==> src/dpfm_pkg.sv <==
// ----------------------------------------------------------------------------
// dpfm_pkg
// Shared types, constants and a text page helper for the demand paging byte memory.
// ----------------------------------------------------------------------------
package dpfm_pkg;

    localparam int PG_BYTES   = 8;
    localparam int PAGE_BITS  = 3;
    localparam int NUM_PAGES  = 32;
    localparam int PAGE_W     = 5;
    localparam int NUM_FRAMES = 8;
    localparam int FRAME_W    = 3;
    localparam int VADDR_W    = PAGE_W + PAGE_BITS;
    localparam int ADDR_W     = 9;
    localparam int CFG_W      = 9;
    localparam int BYTE_W     = 8;
    localparam int CNT_W      = FRAME_W + 1;

    localparam logic [BYTE_W-1:0] FILL_BYTE = 8'd48;

    localparam logic [1:0] CMD_LOAD  = 2'd0;
    localparam logic [1:0] CMD_STORE = 2'd1;
    localparam logic [1:0] CMD_IMAGE = 2'd2;
    localparam logic [1:0] CMD_NONE  = 2'd3;

    localparam logic [1:0] ST_OK      = 2'd0;
    localparam logic [1:0] ST_BAD     = 2'd1;
    localparam logic [1:0] ST_UNALLOC = 2'd2;
    localparam logic [1:0] ST_TEXT    = 2'd3;

    localparam logic REG_TEXT_SIZE = 1'b0;
    localparam logic REG_DATA_SIZE = 1'b1;

    typedef enum logic [1:0] {
        SRC_IMG  = 2'd0,
        SRC_SWAP = 2'd1,
        SRC_FILL = 2'd2
    } t_src;

    typedef enum logic [12:0] {
        S_IDLE = 13'b0000000000001,
        S_LOOK = 13'b0000000000010,
        S_HIT  = 13'b0000000000100,
        S_FILL = 13'b0000000001000,
        S_MAP  = 13'b0000000010000,
        S_ACC  = 13'b0000000100000,
        S_RD   = 13'b0000001000000,
        S_EVQ  = 13'b0000010000000,
        S_EVF  = 13'b0000100000000,
        S_EVX  = 13'b0001000000000,
        S_EVC  = 13'b0010000000000,
        S_EVD  = 13'b0100000000000,
        S_DONE = 13'b1000000000000
    } t_state;

    typedef struct packed {
        logic [PAGE_BITS-1:0] rd_off;
        logic                 wr_en;
        logic [PAGE_BITS-1:0] wr_off;
        logic                 done;
    } t_copy_ctl;

    function automatic logic f_is_text(input logic [PAGE_W-1:0] page,
                                       input logic [CFG_W-1:0] text);
        return {1'b0, page} < text[CFG_W-1:PAGE_BITS];
    endfunction

endpackage

==> src/dpfm_copy.sv <==
// ----------------------------------------------------------------------------
// dpfm_copy
// Page copy sequencer: issues one byte read per cycle, each write in the cycle after its read.
// ----------------------------------------------------------------------------
module dpfm_copy (
    input  logic                 i_clk,
    input  logic                 i_rst_n,
    input  logic                 i_start,
    output dpfm_pkg::t_copy_ctl  o_ctl
);
    import dpfm_pkg::*;

    localparam logic [PAGE_BITS-1:0] LAST = PAGE_BITS'(PG_BYTES - 1);

    logic                 r_run, n_run;
    logic [PAGE_BITS-1:0] r_cnt, n_cnt;
    logic                 r_wv;
    logic [PAGE_BITS-1:0] r_woff;

    always_comb begin
        n_run = r_run;
        n_cnt = r_cnt;
        if (i_start) begin
            n_run = 1'b1;
            n_cnt = '0;
        end else if (r_run) begin
            if (r_cnt == LAST) begin
                n_run = 1'b0;
            end else begin
                n_cnt = r_cnt + 1'b1;
            end
        end
    end

    always_ff @(posedge i_clk) begin
        if (!i_rst_n) begin
            r_run <= 1'b0;
            r_cnt <= '0;
            r_wv  <= 1'b0;
        end else begin
            r_run <= n_run;
            r_cnt <= n_cnt;
            r_wv  <= r_run;
        end
    end

    always_ff @(posedge i_clk) begin
        r_woff <= r_cnt;
    end

    assign o_ctl.rd_off = r_cnt;
    assign o_ctl.wr_en  = r_wv;
    assign o_ctl.wr_off = r_woff;
    assign o_ctl.done   = r_wv && (r_woff == LAST);

endmodule
==> config.mk <==
export PLATFORM = sky130hd
export DESIGN_NAME = dpfm_copy
export DESIGN_NICKNAME = d
export VERILOG_FILES = /design/src/dpfm_pkg.sv /design/src/dpfm_copy.sv
export SDC_FILE = /design/constraint.sdc
export NUM_CORES = 1
export LEC_CHECK = 0
export ABC_CLOCK_PERIOD_IN_PS = 2500
export BUFFER_PORTS_ARGS = -buffer_cell sky130_fd_sc_hd__buf_4
export CAP_MARGIN = 30
export CORE_AREA = 2 2 39 41
export CTS_BUF_LIST = sky130_fd_sc_hd__clkbuf_2
export DETAILED_ROUTE_END_ITERATION = 7
export DIE_AREA = 0 0 41 43
export SYNTH_ARGS = -nofsm -noshare
export SYNTH_HDL_FRONTEND = slang
export SYNTH_SLANG_ARGS = --single-unit
==> constraint.sdc <==
create_clock -name i_clk -period 2.5 [get_ports i_clk]
set_input_delay 0.125 -clock i_clk [delete_from_list [all_inputs] [get_ports i_clk]]
set_output_delay 0.125 -clock i_clk [all_outputs]
set_load 0.05 [all_outputs]
==> flow_summary.json, run 1 <==
{
  "status": "completed",
  "powerDensity_mw_per_mm2": 616,
  "finClkSkew_ns": 0.00153,
  "rsz0062_at_grt": "no",
  "multiInputGateArea_um2": 109,
  "critical_path.slowest_cell": "sky130_fd_sc_hd__dfxtp_1",
  "min_period_over_period_pct": 52.5,
  "synth_cell_types": 11,
  "seqCellArea_um2": 160,
  "post_cts.resized_instances": 0,
  "die_h_um": 43,
  "place.port_buffers": 10,
  "synth_to_layout_area_growth_pct": 37.1,
  "cp_cell_sequence": "ha_1, ha_1, nor2b_4, mux2i_1, nor2_1",
  "post_cts_buffers": 0,
  "critical_path.max_stage_delay_ns": 0.35,
  "num-nets-final": 41,
  "grt_util_all_layers_pct": 7.34,
  "worstHoldPathCells": 2,
  "slew-limit-headroom_pct": 91.2,
  "initial_utilization_pct": 20.0,
  "core_mm2": 0.00138,
  "syn-num-nets": 27,
  "finalWorstPathRequiredPeriod_ns": 1.31,
  "hold_path.class": "in -> reg",
  "post_synthesis_sequential_area_ratio_pct": 57.9,
  "grt_start_max_net_pins": 5,
  "cts_inserted_buffers": 3,
  "clock_sink_count": 8,
  "syn_area_per_cell_um2": 12.6,
  "clk-insertion-delay-late_ns": 0.23,
  "timing.max_cap.violations": 0,
  "fill_cells": 150,
  "report.final.hold_viol_count": 0,
  "drt.antenna.violating_nets": 0,
  "floorplan.io_pins": 11,
  "num_rows": 14,
  "p_int_mw": 0.175,
  "max-vdd-ir-drop_mv": 0.129,
  "route.vias.total": 190,
  "htree_num_levels": 1,
  "detailedRoute.firstIterationViolations": 2,
  "share_seq_of_total_power_pct": 57.2,
  "max_freq_mhz": 761,
  "critical_path.max_fanout": 4,
  "gp_congestion": 0.688,
  "grt.overflow.total": 0,
  "route.final.wire_length_um": 460,
  "post_synth_inst_count": 22,
  "cp-end-kind": "flip-flop",
  "diode_insertion_count_for_antenna_repair": 0,
  "tightest_slew_ns": 0.128,
  "synth-seq-cells": 8,
  "setup_viol": 0,
  "critical_path.startpoint_type": "flip-flop",
  "design.die.area_mm2": 0.00176,
  "power.net_switching_mw": 0.0584,
  "whs_ns": 0.106,
  "cts_buffer_depth": 2,
  "synth_area_um2": 277,
  "drt-wirelength-per-cell_um": 9.20,
  "swShare_pct": 25.0,
  "ctsRootBufferMaster": "sky130_fd_sc_hd__clkbuf_2",
  "synth_warnings": 0,
  "drive_above_1_share_pct": 44.1,
  "antenna_violations_before_repair": 0,
  "detailedRoute.firstPassIterationCount": 2,
  "power.static_leakage_nw": 0.184,
  "worst-endpoint-required_ns": 2.62,
  "clk_transition_reported_paths_ns": 0.07,
  "vias_per_cell": 3.80,
  "timing.setup.critical_path_class": "reg -> reg",
  "slew_violations": 0,
  "depth_of_the_worst_register_to_register_path": 5,
  "most_frequent_standard_cell_in_the_layout_excluding_fill_and_tap_cells": "sky130_fd_sc_hd__buf_4",
  "path_common_cell": "sky130_fd_sc_hd__ha_1",
  "drc": 0,
  "chipWidth_um": 41,
  "clockPowerShare_pct": 31.4,
  "cp.arrival_ns": 1.44,
  "tritoncts": "built",
  "power_frac_comb_pct": 11.3,
  "most-common-layout-cells": "sky130_fd_sc_hd__buf_4, sky130_fd_sc_hd__dfxtp_1, sky130_fd_sc_hd__nor2_1, sky130_fd_sc_hd__clkbuf_2",
  "post_cts_hold_buffer_count": 0,
  "setup_total_negative_slack_ns": 0,
  "first_global_vias": 199,
  "grt_first_pass_wirelength_um": 779
}
## layer usage
| metal | part of all wire (%) | GRT usage, % | up-vias |
|---|---|---|---|
| met5 | 0 | 0 | - |
| met4 | 4.1 | 10.0 | 0 |
| met3 | 5.0 | 1.57 | 2 |
| met2 | 54 | 11.3 | 8 |
| met1 | 37 | 6.15 | 83 |
| li1 | - | - | 97 |
## final cells by class
cell class,count,area share (%)
Multi-Input combinational cell,13,28.7
Sequential cell,8,42.2
Tap cell,16,5.28
Timing Repair Buffer,10,19.8
Clock buffer,3,3.96
## power groups by stage
stage,combinational (mW),sequential [mW],clock (mW)
4_1_cts,0.0269,0.134,0.0773
3_5_place_dp,0.0269,0.137,0
6_report,0.0265,0.134,0.0734
5_1_grt,0.0292,0.134,0.0856
2_1_floorplan,0.0130,0.143,0
3_3_place_gp,0.0269,0.137,0
## synthesized netlist by cell type
library cell	instances	area share, %
sky130_fd_sc_hd__xnor2_1	1	3.2
sky130_fd_sc_hd__nor2_1	3	4.1
sky130_fd_sc_hd__buf_4	1	2.7
sky130_fd_sc_hd__mux2i_1	2	7.2
sky130_fd_sc_hd__and2_2	1	2.7
sky130_fd_sc_hd__dfxtp_1	8	58
sky130_fd_sc_hd__nand2b_1	1	2.3
sky130_fd_sc_hd__nor2b_4	1	5.0
sky130_fd_sc_hd__and4_1	1	3.2
sky130_fd_sc_hd__ha_1	2	9.0
sky130_fd_sc_hd__o21a_1	1	2.7
## logic make-up after synthesis
kind of cell / Yosys count / synth area share [%]
flops: 8 / 57.9
simple gates: 7 / 17.2
mux: 2 / 7.24
fa+ha+maj: 2 / 9.05
compound gates: 1 / 2.72
xor+xnor: 1 / 3.17
buf+inv: 1 / 2.72
## state kept, by name (all words and copies together) (netlist names)
signal	flops
r_wv	1
r_run	1
r_woff	3
r_cnt	3
## through the flow
| stage | instances | utilization [%] | total power, mW | area (um2) | worst slack, ns |
|---|---|---|---|---|---|
| after floorplan | 22 | - | 0.156 | 277 | 1.03 |
| after global placement | 47 | 26.3 | 0.163 | 364 | 1.21 |
| after detailed placement | 47 | 26.3 | 0.164 | 364 | 1.17 |
| after CTS | 50 | 27.4 | 0.238 | 379 | 1.17 |
| after global routing | 50 | 27.4 | 0.249 | 379 | 1.07 |
| final | 50 | 27.4 | 0.234 | 379 | 1.19 |
## worst max-delay path: cells and delay by family, from the launching register on
kind | cells | cell delay, ns
flops | 1 | 0.35
fa+ha+maj | 2 | 0.42
simple gates | 2 | 0.23
mux | 1 | 0.20
## final timing paths
kind | end | start | slack [ns]
setup / recovery | r_cnt[1] | r_cnt[0] | 1.19
hold / removal | r_run | i_start | 0.11
setup reg to reg | r_cnt[1] | r_cnt[0] | 1.19
hold reg to reg | r_woff[2] | r_cnt[2] | 0.40
No activity file was read; power rests on OpenSTA's default activity.
==> run 2, diff against run 1 <==
Settings changed: ABC_CLOCK_PERIOD_IN_PS 2500 to 1200.
Clock period 2.5 ns to 1.2 ns, I/O delays scaled along.
==> run 2 against run 1 <==
Effect of this change:
- design area up 17%
- first-iteration DRC count grew to 4.0 times the previous value
- clock power up 140%
- clock skew is 0.017 ns higher
- sequential share of layout area is 4.0 points lower
- register-to-register slack got worse by 1.2 ns
- count of clock-buffer cells in the layout increased by 1
- cell count up 8.0%
- worst hold slack lost 0.072 ns
- largest cell class unchanged
- die area did not move
- largest power group unchanged
- via count is 8.9% higher
- setup slack worse by 1.2 ns
==> flow_summary.json, run 2 (synthesis gave the netlist of run 1 again) <==
{
  "largestRegisters": "r_cnt: 3 flops, r_woff: 3 flops",
  "cts_inserted_buffers": 3,
  "clk_transition_reported_paths_ns": 0.09,
  "most_frequent_standard_cell_in_the_layout_excluding_fill_and_tap_cells": "sky130_fd_sc_hd__buf_4",
  "clk-insertion-delay-late_ns": 0.24,
  "clock_sink_count": 8,
  "p_total_mw": 0.518,
  "route.vias.total": 207,
  "core_mm2": 0.00138,
  "place.port_buffers": 10,
  "detailed_place.area_um2": 414,
  "timing.setup.critical_path_class": "reg -> reg",
  "route.final.wire_length_um": 492,
  "critical_path.max_fanout": 4,
  "min_period_over_period_pct": 98.1,
  "status": "completed",
  "seqCellArea_um2": 169,
  "detailedRoute.firstIterationViolations": 8,
  "cp.arrival_ns": 1.32,
  "most-common-layout-cells": "sky130_fd_sc_hd__buf_4, sky130_fd_sc_hd__dfxtp_1, sky130_fd_sc_hd__clkbuf_2",
  "ctsRootBufferMaster": "sky130_fd_sc_hd__clkbuf_2",
  "finClkSkew_ns": 0.0187,
  "drt.antenna.violating_nets": 0,
  "cts_buffer_depth": 2,
  "drive_above_1_share_pct": 65.8,
  "grt.busiest_layer": "met1",
  "tritoncts": "built",
  "met1_use_gr_pct": 9.12,
  "num_rows": 14,
  "initial_utilization_pct": 20.0,
  "setup_viol": 0,
  "fill_cells": 142,
  "rsz0062_at_grt": "yes",
  "grt_start_max_net_pins": 6,
  "floorplan.io_pins": 11,
  "hold_path.class": "in -> reg",
  "worst-endpoint-required_ns": 1.34,
  "critical_path.startpoint_type": "flip-flop",
  "powerDensity_mw_per_mm2": 1170,
  "slew_violations": 0,
  "grt.overflow.total": 0,
  "gp_congestion": 0.656,
  "grt_util_all_layers_pct": 6.85,
  "max-vdd-ir-drop_mv": 0.765,
  "drc": 0,
  "finalWorstPathRequiredPeriod_ns": 1.18,
  "report.final.hold_viol_count": 0,
  "htree_num_levels": 1,
  "met3_usage_in_global_routing_pct": 6.28,
  "multiInputGateArea_um2": 135,
  "timing.max_cap.violations": 0,
  "setup.reg_to_reg.worst_slack_ns": 0.02,
  "power.static_leakage_nw": 0.200,
  "grt_first_pass_wirelength_um": 772,
  "slew-limit-headroom_pct": 92.2,
  "diode_insertion_count_for_antenna_repair": 0,
  "design.die.area_mm2": 0.00176,
  "post_cts.resized_instances": 0,
  "antenna_violations_before_repair": 0,
  "chipWidth_um": 41,
  "num-nets-final": 44,
  "drt-wirelength-per-cell_um": 9.11,
  "layout.cell_area.non_filler_um2": 442,
  "global_route.usage.met2_pct": 8.75,
  "layout.cells.non_filler": 54,
  "cp-end-kind": "flip-flop",
  "max_freq_mhz": 849,
  "detailedRoute.firstPassIterationCount": 2,
  "vias_per_cell": 3.83,
  "tightest_slew_ns": 0.114,
  "synth_to_layout_area_growth_pct": 59.7,
  "first_global_vias": 182,
  "die_h_um": 43,
  "dp_cells": 49
}
==> run 2: where the power goes <==
part / switching [mW] / internal [mW] / total, mW
combinational: 0.0350 / 0.0289 / 0.0640
sequential: 0.00466 / 0.271 / 0.275
clock: 0.0908 / 0.0884 / 0.179
==> run 2: path summary, 6_finish.rpt <==
kind,from,end,cells past startpoint
setup / recovery,r_cnt[0],r_cnt[2],5
hold / removal,i_start,r_run,2
setup reg to reg,r_cnt[0],r_cnt[2],5
hold reg to reg,r_cnt[2],r_woff[2],0
==> run 2: layer usage <==
metal | share of wire [%] | up-vias
met5 | 0 | -
met4 | 0 | 0
met3 | 17 | 0
met2 | 36 | 14
met1 | 47 | 88
li1 | - | 105
==> run 2: what timing repair did <==
action                                  in CTS  in global routing
hold buffers                                 0                  0
setup buffers                                0                  1
endpoints found under the setup margin       0                  2
==> run 2: critical path, stage by stage (launching register included) <==
cell and delay [ns]:
sky130_fd_sc_hd__dfxtp_4 0.36, sky130_fd_sc_hd__ha_4 0.16, sky130_fd_sc_hd__ha_4 0.15, sky130_fd_sc_hd__nor2b_4 0.16, sky130_fd_sc_hd__mux2i_1 0.19, sky130_fd_sc_hd__nor2_1 0.06
==> run 2: through the flow <==
| stage | setup WS [ns] | setup TNS (ns) | utilization, % | hold slack, ns |
|---|---|---|---|---|
| after floorplan | -0.0148 | -0.0267 | - | 0.178 |
| after global placement | 0.0275 | 0 | 29.9 | 0.284 |
| after detailed placement | 0.0225 | 0 | 29.9 | 0.285 |
| after CTS | 0.00608 | 0 | 31.4 | 0.0215 |
| after global routing | -0.0636 | -0.126 | 31.9 | 0.0278 |
| final | 0.0226 | 0 | 31.9 | 0.0337 |
==> run 2: layout make-up <==
| cell class | count | area share [%] |
|---|---|---|
| tap | 16 | 4.53 |
| multi-input combinational | 13 | 30.6 |
| sequential | 8 | 38.2 |
| clock buffer | 4 | 4.53 |
| timing repair buffer | 13 | 22.1 |
